[src/rtl/assert_macros.svh]
// Assertion macros shared by the encoder RTL.
`ifndef ASSERT_MACROS_SVH
`define ASSERT_MACROS_SVH

`ifndef SYNTHESIS

// Property that must hold at every clock edge outside reset.
`define DULAW_ASSERT(lbl, clk, rst_n, prop, msg) \
    lbl: assert property (@(posedge clk) disable iff (!(rst_n)) (prop)) else $error(msg);

// Condition that must never be true outside reset.
`define DULAW_NEVER(lbl, clk, rst_n, cond, msg) \
    lbl: assert property (@(posedge clk) disable iff (!(rst_n)) !(cond)) else $error(msg);

`else

`define DULAW_ASSERT(lbl, clk, rst_n, prop, msg)
`define DULAW_NEVER(lbl, clk, rst_n, cond, msg)

`endif

`endif

[src/rtl/dulaw_pkg.sv]
// Package: constants and the u-law encode function for the decimating encoder.
package dulaw_pkg;

    // Default sample width (Q1.23).
    localparam int INPUT_BITS_DEF = 24;

    // Decimation register and phase counter widths.
    localparam int FACTOR_W = 7;
    localparam int PHASE_W  = 6;
    localparam logic [FACTOR_W-1:0] MAX_PERIOD    = 7'd64;
    localparam logic [FACTOR_W-1:0] FACTOR_RESET  = 7'd1;

    // Linear PCM magnitude width and u-law constants.
    localparam int PCM_W = 15;
    localparam logic [PCM_W-1:0] PCM_SCALE = 15'd32767;
    localparam logic [PCM_W-1:0] ULAW_CLIP = 15'd32635;
    localparam logic [15:0]      ULAW_BIAS = 16'h0084;

    // G.711 u-law encode of a sign and a 15-bit magnitude.
    function automatic logic [7:0] ulaw_encode(input logic neg, input logic [PCM_W-1:0] mag);
        logic [PCM_W-1:0] clip;
        logic [15:0]      v;
        logic [7:0]       top;
        logic [2:0]       expo;
        logic [3:0]       mant;
        clip = (mag > ULAW_CLIP) ? ULAW_CLIP : mag;
        v    = {1'b0, clip} + ULAW_BIAS;
        top  = v[14:7];
        // exponent is the index of the leading one in the top byte
        expo = '0;
        for (int i = 1; i < 8; i++) begin
            if (top[i]) expo = 3'(i);
        end
        mant = 4'(v >> (5'(expo) + 5'd3));
        return ~{neg, expo, mant};
    endfunction

endpackage

[src/rtl/dulaw_decim.sv]
// Decimation control: factor register and phase counter, keep decision per item.
`include "assert_macros.svh"

module dulaw_decim (
    input  logic                          i_clk,
    input  logic                          i_rst_n,
    input  logic                          i_cfg_we,
    input  logic [dulaw_pkg::FACTOR_W-1:0] i_cfg_data,
    input  logic                          i_accept,
    output logic                          o_keep
);

    logic [dulaw_pkg::FACTOR_W-1:0] r_factor;
    logic [dulaw_pkg::PHASE_W-1:0]  r_phase;
    logic [dulaw_pkg::PHASE_W-1:0]  n_phase;
    logic [dulaw_pkg::FACTOR_W-1:0] eff_factor;
    logic [dulaw_pkg::FACTOR_W-1:0] phase_inc;

    // Factor register
    always_ff @(posedge i_clk) begin
        if (!i_rst_n) begin
            r_factor <= dulaw_pkg::FACTOR_RESET;
        end else if (i_cfg_we) begin
            r_factor <= i_cfg_data;
        end
    end

    // Zero acts as one, anything past the counter period saturates
    always_comb begin
        if (r_factor == '0) begin
            eff_factor = dulaw_pkg::FACTOR_RESET;
        end else if (r_factor > dulaw_pkg::MAX_PERIOD) begin
            eff_factor = dulaw_pkg::MAX_PERIOD;
        end else begin
            eff_factor = r_factor;
        end
    end

    // Phase advance with wrap; a phase at or past the factor also wraps
    assign phase_inc = {1'b0, r_phase} + 1'b1;
    assign n_phase   = (phase_inc >= eff_factor) ? '0 : r_phase + 1'b1;
    assign o_keep    = (r_phase == '0);

    always_ff @(posedge i_clk) begin
        if (!i_rst_n) begin
            r_phase <= '0;
        end else if (i_accept) begin
            r_phase <= n_phase;
        end
    end

    `DULAW_ASSERT(a_phase_idle, i_clk, i_rst_n, !i_accept |=> $stable(r_phase), "phase moved without an item")
    `DULAW_ASSERT(a_factor_one, i_clk, i_rst_n, i_accept && eff_factor == dulaw_pkg::FACTOR_RESET |=> r_phase == '0, "factor one must keep every item")

endmodule

[src/rtl/dulaw_core.sv]
// Encode pipeline: input register, scale and u-law encode, output register.
`include "assert_macros.svh"

module dulaw_core #(
    parameter int INPUT_BITS = dulaw_pkg::INPUT_BITS_DEF
) (
    input  logic                  i_clk,
    input  logic                  i_rst_n,
    input  logic                  i_load,
    input  logic [INPUT_BITS-1:0] i_sample_in,
    input  logic                  i_stall,
    output logic                  o_full,
    output logic                  o_valid,
    output logic [7:0]            o_ulaw_code
);

    localparam int PROD_W = INPUT_BITS + dulaw_pkg::PCM_W;

    logic                           r_s1_valid;
    logic                           r_s1_neg;
    logic [INPUT_BITS-1:0]          r_s1_mag;
    logic                           r_out_valid;
    logic [7:0]                     r_code;
    logic                           s1_adv;
    logic                           in_neg;
    logic [INPUT_BITS-1:0]          in_mag;
    logic [PROD_W-1:0]              prod;
    logic [dulaw_pkg::PCM_W-1:0]    pcm_mag;
    logic [7:0]                     n_code;

    // Sign and magnitude at the input; most negative wraps to full scale
    assign in_neg = i_sample_in[INPUT_BITS-1];
    assign in_mag = in_neg ? (~i_sample_in + 1'b1) : i_sample_in;

    // Stage 1 moves on when the output register is empty or being taken
    assign s1_adv = !r_out_valid || !i_stall;
    assign o_full = r_s1_valid && !s1_adv;

    always_ff @(posedge i_clk) begin
        if (!i_rst_n) begin
            r_s1_valid <= 1'b0;
        end else if (i_load) begin
            r_s1_valid <= 1'b1;
        end else if (s1_adv) begin
            r_s1_valid <= 1'b0;
        end
    end

    always_ff @(posedge i_clk) begin
        if (i_load) begin
            r_s1_neg <= in_neg;
            r_s1_mag <= in_mag;
        end
    end

    // Scale to 16-bit PCM: (mag * 32767) >> (INPUT_BITS-1), then encode
    assign prod    = PROD_W'(r_s1_mag) * PROD_W'(dulaw_pkg::PCM_SCALE);
    assign pcm_mag = prod[INPUT_BITS-1 +: dulaw_pkg::PCM_W];
    assign n_code  = dulaw_pkg::ulaw_encode(r_s1_neg && (pcm_mag != '0), pcm_mag);

    // Output register
    always_ff @(posedge i_clk) begin
        if (!i_rst_n) begin
            r_out_valid <= 1'b0;
        end else if (s1_adv) begin
            r_out_valid <= r_s1_valid;
        end
    end

    always_ff @(posedge i_clk) begin
        if (s1_adv && r_s1_valid) begin
            r_code <= n_code;
        end
    end

    assign o_valid     = r_out_valid;
    assign o_ulaw_code = r_code;

    `DULAW_ASSERT(a_s1_to_out, i_clk, i_rst_n, r_s1_valid && s1_adv |=> r_out_valid, "stage 1 item lost")
    `DULAW_ASSERT(a_no_repeat, i_clk, i_rst_n, r_out_valid && !i_stall && !r_s1_valid |=> !r_out_valid, "item delivered twice")
    `DULAW_NEVER(a_load_full, i_clk, i_rst_n, i_load && o_full, "load into a blocked stage")

endmodule

[src/rtl/decimating_ulaw_encoder_unit.sv]
// Top level of the decimating G.711 u-law encoder.
//
// Input channel: i_valid / o_stall with i_sample_in, a signed Q1.(INPUT_BITS-1)
// sample. An item is taken at a clock edge with i_valid high and o_stall low.
// Output channel: o_valid / i_stall with o_ulaw_code, one G.711 u-law byte.
// Configuration: i_cfg_we writes i_cfg_data into the decimation factor;
// one item in every factor is encoded, the rest are dropped (zero is one,
// above 64 counts as 64).
// Path: a kept item is taken into the input register and passes into the output
// register before it shows on o_valid; i_stall can hold it in the input register.
// Throughput: one item per cycle while o_stall is low; the input register feeds
// scale and encode logic into the output register, so the result register holds
// a waiting code while the next item is taken into the input register.
// Stall: when i_stall holds a valid result and the input register is full,
// o_stall rises in the same cycle; no item is lost or repeated.
// Reset (i_rst_n low, synchronous): both pipeline stages empty, phase zero,
// factor one.
module decimating_ulaw_encoder_unit #(
    parameter int INPUT_BITS = dulaw_pkg::INPUT_BITS_DEF
) (
    input  logic                           i_clk,
    input  logic                           i_rst_n,
    input  logic                           i_cfg_we,
    input  logic [dulaw_pkg::FACTOR_W-1:0] i_cfg_data,
    input  logic                           i_valid,
    output logic                           o_stall,
    input  logic [INPUT_BITS-1:0]          i_sample_in,
    output logic                           o_valid,
    input  logic                           i_stall,
    output logic [7:0]                     o_ulaw_code
);

    logic accept;
    logic keep;
    logic full;

    // Input handshake
    assign o_stall = full;
    assign accept  = i_valid && !full;

    dulaw_decim u_decim (
        .i_clk      (i_clk),
        .i_rst_n    (i_rst_n),
        .i_cfg_we   (i_cfg_we),
        .i_cfg_data (i_cfg_data),
        .i_accept   (accept),
        .o_keep     (keep)
    );

    dulaw_core #(
        .INPUT_BITS (INPUT_BITS)
    ) u_core (
        .i_clk       (i_clk),
        .i_rst_n     (i_rst_n),
        .i_load      (accept && keep),
        .i_sample_in (i_sample_in),
        .i_stall     (i_stall),
        .o_full      (full),
        .o_valid     (o_valid),
        .o_ulaw_code (o_ulaw_code)
    );

endmodule
[config.mk]
export PLATFORM = sky130hd
export DESIGN_NAME = decimating_ulaw_encoder_unit
export DESIGN_NICKNAME = d
export VERILOG_FILES = /design/src/rtl/dulaw_pkg.sv /design/src/rtl/dulaw_decim.sv /design/src/rtl/dulaw_core.sv /design/src/rtl/decimating_ulaw_encoder_unit.sv
export VERILOG_INCLUDE_DIRS = /design/src /design/src/rtl
export SDC_FILE = /design/constraint.sdc
export NUM_CORES = 1
export LEC_CHECK = 0
export BUFFER_PORTS_ARGS = -buffer_cell sky130_fd_sc_hd__buf_4
export CAP_MARGIN = 20
export CELL_PAD_IN_SITES_DETAIL_PLACEMENT = 2
export CELL_PAD_IN_SITES_GLOBAL_PLACEMENT = 2
export CORE_ASPECT_RATIO = 1.25
export CORE_UTILIZATION = 42
export CTS_BUF_LIST = sky130_fd_sc_hd__clkbuf_16
export CTS_CLUSTER_DIAMETER = 120
export DETAILED_ROUTE_END_ITERATION = 16
export PLACE_DENSITY = 0.82
export SLEW_MARGIN = 20
export SYNTH_ARGS = -nofsm -noshare
export SYNTH_HDL_FRONTEND = slang
export SYNTH_HIERARCHICAL = 1
export SYNTH_SLANG_ARGS = --single-unit
[constraint.sdc]
create_clock -name i_clk -period 9.95 [get_ports i_clk]
set_input_delay 0.4975 -clock i_clk [delete_from_list [all_inputs] [get_ports i_clk]]
set_output_delay 0.4975 -clock i_clk [all_outputs]
set_load 0.01 [all_outputs]
== Word level (Yosys, flattened, before mapping) ==
Cells that the tools add are included.

* $add $sub $neg: 5
* Multiply operators: 1
* Order comparisons: 3
* Shift-type cells: 1
* Muxes and demuxes: 14
* Bitwise logic cells: 2
* Reduce and logical (&&, ||, !) cells: 14

{| class="wikitable"
|+ Operators by type and width
! cell !! number
|-
| multiplier 24 x 15 -> 38 bit, second input constant || 1
|-
| adder 24 x 1 -> 24 bit, second input constant || 1
|-
| inverter 24 bit || 1
|-
| two-way mux 23 bit || 1
|-
| adder 15 x 8 -> 16 bit, second input constant || 1
|-
| >> shifter 16 x 5 -> 4 bit || 1
|-
| > comparator 15 bit, second input constant || 1
|-
| two-way mux 15 bit || 1
|-
| nonzero test 15 bit || 1
|-
| two-way mux 7 bit || 2
|-
| two-way mux 3 bit || 4
|-
| inverter 8 bit || 1
|-
| adder 6 x 1 -> 7 bit, second input constant || 1
|-
| greater-or-equal comparator 7 bit || 1
|-
| > comparator 7 bit, second input constant || 1
|-
| zero test 7 bit || 1
|-
| adder 6 x 1 -> 6 bit, second input constant || 1
|-
| zero test 6 bit || 1
|-
| two-way mux 6 bit || 1
|-
| logical AND 1 bit || 5
|-
| adder 3 x 2 -> 4 bit, second input constant || 1
|-
| zero test 1 bit || 4
|-
| two-way mux 2 bit || 2
|-
| two-way mux 1 bit || 3
|-
| 2 further kinds || 2
|}

* Flip-flop bits (word level): 48
* Bits of input ports: 36

== Longest topological paths before layout ==
Gate-level depths: netlist (run 1).

* Word-level depth: 14
* Depth in mapped cells: 37

== Cells and area by module ==
Netlist (run 1), hierarchy kept.

{| class="wikitable"
|+ By module, submodules not included
! module !! instances !! cells an instance !! area each (µm²) !! sequential area each (µm²)
|-
| dulaw_core || 1 || 963 || 9330.2 || 1031.0
|-
| dulaw_decim || 1 || 98 || 825.8 || 260.2
|-
| decimating_ulaw_encoder_unit || 1 || 2 || 15.0 || 0.0
|}

== Worst setup path before layout (run 1) ==
Ideal clock, no wire load.

* Path type: register to register
* From: register u_core.r_s1_mag[12]
* To: register u_core.r_code[0] (netlist: u_core/o_ulaw_code[0]) (data pin)
* Arrival time: 8499 ps
* Slack: 1194 ps
* Cell stages (with the launch flop): 37
* Period minus slack after synthesis: 8756 ps
* Path through: edfxtp_1 inv_1 fa_1 inv_1 fa_1 inv_1 fa_1 inv_1 fa_1 fa_1 inv_1 fa_1 inv_1 ha_1 a21oi_1 o21ai_0 a221o_1 a22o_1 a211oi_4 and3_4 and4_1 buf_6 buf_6 and2_1 nand2_1 nand2_1 ha_1 inv_1 o21ai_0 a31oi_1 a311o_1 o211ai_1 nand2_2 o31ai_4 mux2_2 o22ai_1 nor2_1

* Longest elaborated chain between the ends: 14

{| class="wikitable"
|+ Ends and longest elaborated chain
! item !! line !! source
|-
| start, declared || dulaw_core.sv:21 || <nowiki>logic [INPUT_BITS-1:0] r_s1_mag;</nowiki>
|-
| start signal, assigned || dulaw_core.sv:52 || <nowiki>r_s1_mag <= in_mag;</nowiki>
|-
| multiplier 24 x 15 -> 38 bit (*) || dulaw_core.sv:57 || <nowiki>assign prod = PROD_W'(r_s1_mag) * PROD_W'(dulaw_pkg::PCM_SCALE);</nowiki>
|-
| > comparator 15 bit || dulaw_pkg.sv:26 || <nowiki>clip = (mag > ULAW_CLIP) ? ULAW_CLIP : mag;</nowiki>
|-
| two-way mux 15 bit (*) || dulaw_pkg.sv:26 ||
|-
| adder 15 x 8 -> 16 bit (*) || dulaw_pkg.sv:27 || <nowiki>v = {1'b0, clip} + ULAW_BIAS;</nowiki>
|-
| two-way mux 1 bit || dulaw_pkg.sv:32 || <nowiki>if (top[i]) expo = 3'(i);</nowiki>
|-
| two-way mux 2 bit (2 in a row) || dulaw_pkg.sv:32 ||
|-
| two-way mux 3 bit (4 in a row) || dulaw_pkg.sv:32 ||
|-
| adder 3 x 2 -> 4 bit || dulaw_pkg.sv:34 || <nowiki>mant = 4'(v >> (5'(expo) + 5'd3));</nowiki>
|-
| >> shifter 16 x 5 -> 4 bit (*) || dulaw_pkg.sv:34 ||
|-
| inverter 8 bit (*) || dulaw_pkg.sv:35 || <nowiki>return ~{neg, expo, mant};</nowiki>
|-
| net u_core.n_code[0] || dulaw_core.sv:29 || <nowiki>logic [7:0] n_code;</nowiki>
|-
| end signal, assigned || dulaw_core.sv:72 || <nowiki>r_code <= n_code;</nowiki>
|-
| end, declared || dulaw_core.sv:23 || <nowiki>logic [7:0] r_code;</nowiki>
|}

The timed path passes the listed nets; every way through them passes the cells marked *.
A chain may end at the register's enable or synchronous reset.

== Final worst setup path (run 1) ==
* From: register u_core.r_s1_mag[17]
* To: register u_core.r_code[3] (netlist: u_core/o_ulaw_code[3]) (data pin)

The elaborated chain is that of the path after synthesis.

==> impl_metrics.prom, run 1 <==
# TYPE chip_impl_metric gauge
chip_impl_metric{name="synth_area_per_cell",unit="µm²"} 9.57
chip_impl_metric{name="drv.max_cap_violation_count",unit=""} 0
chip_impl_info{name="top_layer_used",value="met4"} 1
chip_impl_info{name="crit_path_top_delay_cell",value="fa_1"} 1
chip_impl_metric{name="grt_pass1_vias",unit=""} 9635
chip_impl_metric{name="cts_buffers",unit=""} 5
chip_impl_metric{name="chipWidth",unit="µm"} 141
chip_impl_metric{name="layout-area-overhead-vs-synth",unit="%"} 8.75
chip_impl_metric{name="layout.area.seq",unit="µm²"} 1290
chip_impl_info{name="clk_root_buffer_cell",value="clkbuf_16"} 1
chip_impl_metric{name="remaining_drc_errors",unit=""} 0
chip_impl_metric{name="synth_warn",unit=""} 6
chip_impl_metric{name="synth_enable_flop_cells",unit=""} 33
chip_impl_metric{name="port_buffers",unit=""} 45
chip_impl_metric{name="maximum_number_of_pins_on_one_net_before_global_route_repair",unit=""} 26
chip_impl_metric{name="dr_wl_met2",unit="µm"} 21000
chip_impl_metric{name="ant_nets",unit=""} 0
chip_impl_info{name="critical_path.startpoint",value="u_core/r_s1_mag[17]"} 1
chip_impl_info{name="crit_type",value="flop to flop"} 1
chip_impl_metric{name="global_route.usage.total",unit="%"} 31.6
chip_impl_metric{name="final.hold.worst_slack",unit="ps"} 413
chip_impl_metric{name="worst_slack",unit="ps"} 319
chip_impl_metric{name="tightest_slew",unit="ps"} 899
chip_impl_metric{name="globalplace.congestion",unit=""} 0.870
chip_impl_metric{name="fill_cells",unit=""} 2573
chip_impl_metric{name="tritoncts_num_sinks",unit=""} 48
chip_impl_metric{name="finalInstanceArea",unit="µm²"} 11100
chip_impl_metric{name="crit_fanout",unit=""} 7
chip_impl_metric{name="syn_inst",unit=""} 1063
chip_impl_metric{name="setup.reg_to_reg.worst_slack",unit="ps"} 320
chip_impl_metric{name="met3_wirelength",unit="µm"} 1030
chip_impl_metric{name="initial_standard_cell_utilization_of_the_core",unit="%"} 42.9
chip_impl_info{name="netlist.top_cell.by_area",value="fa_1"} 1
chip_impl_metric{name="seq_area_frac_synth",unit="%"} 12.7
chip_impl_metric{name="mappedNetlistArea",unit="µm²"} 10200
chip_impl_metric{name="multi_input_area",unit="µm²"} 7850
chip_impl_metric{name="final_slew_violations",unit=""} 0
chip_impl_metric{name="holdBufCountCts",unit=""} 0
chip_impl_metric{name="place_hpwl",unit="µm"} 31500
chip_impl_info{name="endpoint",value="u_core/o_ulaw_code[3]"} 1
chip_impl_metric{name="core_area",unit="µm²"} 23700
chip_impl_metric{name="vias_per_cell",unit=""} 5.60
chip_impl_metric{name="drtPass1Iterations",unit=""} 4
chip_impl_info{name="most-common-layout-cells",value="258 x inv_1, 174 x fa_1, 96 x ha_1, 68 x nand2_1, 54 x buf_4"} 1
chip_impl_metric{name="final-hold-violation-count",unit=""} 0
chip_impl_info{name="synth_area_leaders",value="fa_1 34%, ha_1 12%, edfxtp_1 9.7%"} 1
chip_impl_metric{name="globalRoute.totalOverflow",unit=""} 0
chip_impl_metric{name="critical_path_cell_count",unit=""} 33
chip_impl_metric{name="antenna_cells",unit=""} 0
chip_impl_metric{name="yosysUniqueCellTypes",unit=""} 89
chip_impl_metric{name="wl_met1",unit="µm"} 12100
chip_impl_metric{name="slowest_delay",unit="ps"} 740
chip_impl_info{name="commonest_non_fill_non_tap_cell_in_the_layout",value="inv_1"} 1
chip_impl_info{name="crit_path_frequent_cell",value="fa_1"} 1
chip_impl_metric{name="achievable-frequency",unit="MHz"} 104
chip_impl_metric{name="layout_worst_path_cycle_share",unit="%"} 96.8
chip_impl_metric{name="routed_wire_length_per_instance",unit="µm"} 25.8
chip_impl_metric{name="fin_skew",unit="ps"} 4.42
chip_impl_metric{name="async_reset_ff_share",unit="%"} 0
chip_impl_info{name="crit-reg2reg-capture",value="u_core/o_ulaw_code[3]"} 1
chip_impl_metric{name="dieArea",unit="µm²"} 24800
chip_impl_metric{name="utilization",unit="%"} 46.6
chip_impl_metric{name="synth.net_count",unit=""} 1369
chip_impl_metric{name="grt_antenna_before_repair",unit=""} 0
chip_impl_metric{name="clkLatencyLatePin",unit="ps"} 300
chip_impl_info{name="cts_tree",value="built"} 1
chip_impl_info{name="synth_flop_cell",value="edfxtp_1"} 1
chip_impl_metric{name="initialDrtViolationCount",unit=""} 225
chip_impl_metric{name="io-pin-count",unit=""} 46
chip_impl_info{name="outcome",value="completed"} 1
chip_impl_metric{name="synth_seq_cells",unit=""} 48
chip_impl_info{name="hold_path.class",value="input pin to flop"} 1
chip_impl_metric{name="synth_top_area_share",unit="%"} 34.2
chip_impl_metric{name="timing.max_slew.rel_slack",unit="%"} 39.5
chip_impl_info{name="timing.critical_path.from_type",value="flop"} 1
chip_impl_metric{name="setup_viol",unit=""} 0
chip_impl_metric{name="cp_num_buf_inv",unit=""} 6
chip_impl_metric{name="layout_min_cycle_time",unit="ps"} 9630
chip_impl_metric{name="placement_rows",unit=""} 63
chip_impl_metric{name="cts.htree.levels",unit=""} 2
chip_impl_metric{name="num_vias",unit=""} 8039
chip_impl_metric{name="dp_slack",unit="ps"} 467
chip_impl_metric{name="cts.clk_slew.worst_paths",unit="ps"} 70
chip_impl_metric{name="global_route_wire_length_before_repair",unit="µm"} 57200
chip_impl_metric{name="depth_of_the_most_critical_reg_to_reg_path",unit=""} 33
chip_impl_info{name="cp-end-kind",value="flop"} 1
chip_impl_metric{name="ctsLongestPathBuffers",unit=""} 2
chip_impl_metric{name="post_detailed_placement_cell_area",unit="µm²"} 10900
chip_impl_metric{name="die-height",unit="µm"} 176
chip_impl_info{name="kind_of_cell_adding_the_most_delay_to_the_critical_path",value="adder cells"} 1
chip_impl_metric{name="crit_arrival",unit="ps"} 9650
chip_impl_info{name="r2r-start",value="u_core/r_s1_mag[17]"} 1
chip_impl_metric{name="cp.required",unit="ps"} 9970
chip_impl_metric{name="design.final.nets",unit=""} 1415
chip_impl_metric{name="postRouteWirelength",unit="µm"} 37000
chip_impl_metric{name="layout-drive-gt1-share",unit="%"} 9.82
[stage by stage]
step                TNS (ps)  std cells
floorplan                  0       1063
global route            -255       1435
global placement           0       1425
CTS                        0       1433
detailed placement         0       1425
finish                     0       1435
[worst min-delay path by stage]
stage                                     end  depth (start not counted)                start
after CTS                 u_decim/r_factor[0]                          3        i_cfg_data[0]
after detailed placement  u_decim/r_factor[0]                          2  u_decim/r_factor[0]
after global placement    u_decim/r_factor[0]                          2  u_decim/r_factor[0]
after global routing       u_core/r_s1_mag[0]                          1       i_sample_in[0]
final                     u_decim/r_factor[0]                          3        i_cfg_data[0]
after floorplan           u_decim/r_factor[0]                          2  u_decim/r_factor[0]
[cell type report]
type                    instances  share of cell area [%]
clock inverters                 3                   0.124
multi-input cells             741                    70.9
repair buffers                 54                    3.67
inverters                     259                    8.80
clock buffers                   5                    1.13
flip-flops and latches         48                    11.7
well taps                     325                    3.68
[tightest hold or removal path: cells and delay by family]
kind	cells	cell delay (ps)
buffers and inverters	1	70
muxes	1	50
and+or+nand+nor	1	60
[registers in the layout, summed over array words and instances (netlist names)]
signal,flops
u_core/r_s1_valid,1
u_decim/r_phase,6
u_core/o_valid,1
u_decim/r_factor,7
u_core/r_s1_mag,24
u_core/r_s1_neg,1
u_core/o_ulaw_code,8
[layer usage]
layer / up-vias / global-route usage [%]
li1: 3549 / -
met1: 4137 / 29.7
met2: 212 / 62.5
met3: 141 / 4.15
met4: 0 / 21.5
met5: - / 0
[cells by family after synthesis]
logic type,share of synthesized area [%]
flops,12.7
mux,1.69
fa+ha+maj,46.1
xor+xnor,4.13
buf+inv,10.5
simple gates,11.6
compound gates,13.3
[synth_stat cells, types with 6 or more instances]
cell type,count
a31oi_1,8
buf_2,8
o22ai_1,6
a211oi_1,8
mux2i_1,10
nor3_1,8
ha_1,96
or3_1,8
dfxtp_1,15
edfxtp_1,33
nand2_1,68
a21o_1,11
xor2_1,11
nand3_1,20
xnor2_1,37
o21ai_1,11
o31ai_1,7
inv_1,257
a21oi_1,46
nand4_1,15
o21ai_0,25
nor4_1,6
nor2_1,45
nand2b_1,6
fa_1,174
nor2b_1,13
[timing repair]
action | in CTS | in global routing
resized for setup | 0 | 8
buffers inserted | 0 | 2
setup endpoints to repair | 0 | 4
Power of run 1 is not shown: default switching activity piles up to over one toggle a cycle in this logic, so the estimate is an artifact.
==> run 2, diff against run 1 <==
--- a/config.mk
+++ b/config.mk
@@ -11,12 +11,11 @@
 export CELL_PAD_IN_SITES_DETAIL_PLACEMENT = 2
 export CELL_PAD_IN_SITES_GLOBAL_PLACEMENT = 2
 export CORE_ASPECT_RATIO = 1.25
-export CORE_UTILIZATION = 42
+export CORE_UTILIZATION = 45
 export CTS_BUF_LIST = sky130_fd_sc_hd__clkbuf_16
 export CTS_CLUSTER_DIAMETER = 120
 export DETAILED_ROUTE_END_ITERATION = 16
-export PLACE_DENSITY = 0.82
-export SLEW_MARGIN = 20
+export PLACE_DENSITY = 0.88
 export SYNTH_ARGS = -nofsm -noshare
 export SYNTH_HDL_FRONTEND = slang
 export SYNTH_HIERARCHICAL = 1
==> constraint.sdc (replaced) <==
create_clock -name i_clk -period 11.2 [get_ports i_clk]
set_input_delay 0.56 -clock i_clk [delete_from_list [all_inputs] [get_ports i_clk]]
set_output_delay 0.56 -clock i_clk [all_outputs]
set_load 0.01 [all_outputs]
==> run 2 against run 1 <==
Effect of this change:
- fmax decreased by 11%
- die area decreased by 6.6%
- first-iteration DRC count increased by 95%
- highest routed layer is now met5
- global-route usage increased by 11 points
- sequential share of layout area increased by 0.092 points
- critical path depth decreased by 1
- wire length increased by 24%
- clock-buffer cell count increased by 2
- utilization increased by 2.8 points
- hold slack improved by 50 ps
==> impl_metrics.prom, run 2 (synthesis results as in run 1) <==
# TYPE chip_impl_metric gauge
chip_impl_info{name="crit_type",value="flop to flop"} 1
chip_impl_metric{name="post-cts-setup-buffers",unit=""} 0
chip_impl_metric{name="clkLatencyLatePin",unit="ps"} 320
chip_impl_metric{name="grt_pass1_vias",unit=""} 10478
chip_impl_metric{name="design.final.nets",unit=""} 1409
chip_impl_metric{name="initialDrtViolationCount",unit=""} 438
chip_impl_metric{name="dieArea",unit="µm²"} 23200
chip_impl_metric{name="placement_rows",unit=""} 61
chip_impl_metric{name="wl_met1",unit="µm"} 13800
chip_impl_metric{name="initial_standard_cell_utilization_of_the_core",unit="%"} 45.8
chip_impl_metric{name="final_slew_violations",unit=""} 0
chip_impl_metric{name="ctsLongestPathBuffers",unit=""} 2
chip_impl_metric{name="port_buffers",unit=""} 45
chip_impl_info{name="top_layer_used",value="met5"} 1
chip_impl_metric{name="globalRoute.totalOverflow",unit=""} 0
chip_impl_metric{name="vias_per_cell",unit=""} 6.20
chip_impl_metric{name="utilization",unit="%"} 49.4
chip_impl_metric{name="placed_cells_incl_taps",unit=""} 1378
chip_impl_metric{name="layout_min_cycle_time",unit="ps"} 10770
chip_impl_metric{name="drtPass1Iterations",unit=""} 4
chip_impl_metric{name="cts_buffers",unit=""} 5
chip_impl_metric{name="finalInstanceArea",unit="µm²"} 11000
chip_impl_info{name="commonest_non_fill_non_tap_cell_in_the_layout",value="inv_1"} 1
chip_impl_info{name="hold_path.class",value="input pin to flop"} 1
chip_impl_metric{name="die-height",unit="µm"} 170
chip_impl_info{name="biggest_register",value="u_core/r_s1_mag"} 1
chip_impl_info{name="r2r-start",value="u_core/r_s1_mag[17]"} 1
chip_impl_metric{name="place_hpwl",unit="µm"} 34700
chip_impl_metric{name="post_detailed_placement_cell_area",unit="µm²"} 10800
chip_impl_info{name="clk_root_buffer_cell",value="clkbuf_16"} 1
chip_impl_metric{name="globalplace.congestion",unit=""} 0.913
chip_impl_metric{name="crit_arrival",unit="ps"} 10840
chip_impl_metric{name="ant_nets",unit=""} 0
chip_impl_metric{name="finalNonFillerCells",unit=""} 1388
chip_impl_metric{name="grt_antenna_before_repair",unit=""} 2
chip_impl_metric{name="chipWidth",unit="µm"} 136
chip_impl_metric{name="achievable-frequency",unit="MHz"} 92.9
chip_impl_metric{name="remaining_drc_errors",unit=""} 0
chip_impl_metric{name="postRouteWirelength",unit="µm"} 45800
chip_impl_metric{name="cts.clk_slew.worst_paths",unit="ps"} 80
chip_impl_metric{name="number_of_flip_flops_in_the_largest_register",unit=""} 24
chip_impl_metric{name="cp.required",unit="ps"} 11280
chip_impl_info{name="cts_tree",value="built"} 1
chip_impl_metric{name="global_route_wire_length_before_repair",unit="µm"} 69400
chip_impl_info{name="most-common-layout-cells",value="257 x inv_1, 174 x fa_1, 96 x ha_1, 68 x nand2_1, 47 x buf_4"} 1
chip_impl_metric{name="fin_skew",unit="ps"} 17.7
chip_impl_metric{name="routed_wire_length_per_instance",unit="µm"} 33.0
chip_impl_metric{name="timing.max_slew.rel_slack",unit="%"} 44.2
chip_impl_metric{name="maximum_number_of_pins_on_one_net_before_global_route_repair",unit=""} 26
chip_impl_info{name="crit_path_frequent_cell",value="fa_1"} 1
chip_impl_info{name="cp-end-kind",value="flop"} 1
chip_impl_metric{name="cts.htree.levels",unit=""} 2
chip_impl_metric{name="tightest_slew",unit="ps"} 829
chip_impl_metric{name="min_path_cells",unit=""} 3
chip_impl_metric{name="final-hold-violation-count",unit=""} 0
chip_impl_metric{name="depth_of_the_most_critical_reg_to_reg_path",unit=""} 32
chip_impl_metric{name="setup_viol",unit=""} 0
chip_impl_metric{name="layout-area-overhead-vs-synth",unit="%"} 7.90
chip_impl_metric{name="final.setup.tns",unit="ps"} 0
chip_impl_info{name="crit_path_top_delay_cell",value="fa_1"} 1
chip_impl_metric{name="crit_fanout",unit=""} 14
chip_impl_info{name="outcome",value="completed"} 1
chip_impl_metric{name="layout-drive-gt1-share",unit="%"} 9.06
chip_impl_info{name="worstHoldStart",value="i_cfg_data[0]"} 1
chip_impl_info{name="critical_path.startpoint",value="u_core/r_s1_mag[17]"} 1
chip_impl_metric{name="tritoncts_num_sinks",unit=""} 48
chip_impl_metric{name="global_route.usage.total",unit="%"} 43.0
chip_impl_metric{name="num_vias",unit=""} 8602
chip_impl_metric{name="dr_wl_met2",unit="µm"} 22800
chip_impl_metric{name="met3_wirelength",unit="µm"} 3910
chip_impl_info{name="timing.critical_path.from_type",value="flop"} 1
chip_impl_metric{name="layout_worst_path_cycle_share",unit="%"} 96.1
chip_impl_metric{name="slowest_delay",unit="ps"} 870
chip_impl_info{name="setup_repair_after_global_routing_missed_its_margin",value="no"} 1
chip_impl_metric{name="io-pin-count",unit=""} 46
chip_impl_metric{name="core_area",unit="µm²"} 22200
chip_impl_metric{name="drv.max_cap_violation_count",unit=""} 0
[run 2: worst paths after layout]
check / end / slack, ps
setup / recovery: u_core/o_ulaw_code[0] / 430
hold / removal: u_decim/r_factor[0] / 460
setup reg to reg: u_core/o_ulaw_code[0] / 430
hold reg to reg: u_decim/r_factor[0] / 510
[run 2: timing repair]
item	CTS	global route
hold buffers	0	0
gates resized for setup	0	1
endpoints found under the setup margin	0	2
[run 2: per-layer routing]
metal  vias to the layer above  track usage [%]
met4                         4             40.4
met3                       274             18.6
li1                       3543                -
met1                      4385             37.4
met2                       396             72.8
met5                         -             2.44
[run 2: worst max-delay path, delay by kind of cell, from the launching register on]
kind / cells / cell delay (ps)
muxes: 1 / 410
AOI/OAI and AO/OA: 11 / 3030
and+or+nand+nor: 7 / 1340
buffers and inverters: 5 / 610
adders and majority gates: 8 / 4610
DFF: 1 / 520
[run 2: stage by stage]
step | setup WS [ps] | hold slack [ps]
floorplan | 2440 | 442
global placement | 1450 | 469
detailed placement | 847 | 493
CTS | 731 | 456
global route | 166 | 464
finish | 435 | 462
[run 2: cell type report]
type	count	area (µm²)
clock buffers	7	175
diodes	1	2.50
multi-input cells	741	7810
flip-flops and latches	48	1290
well taps	283	354
fillers	2346	11200
clock inverters	1	8.76
repair buffers	48	358
inverters	259	973
Power of run 2 is left out for the same reason.
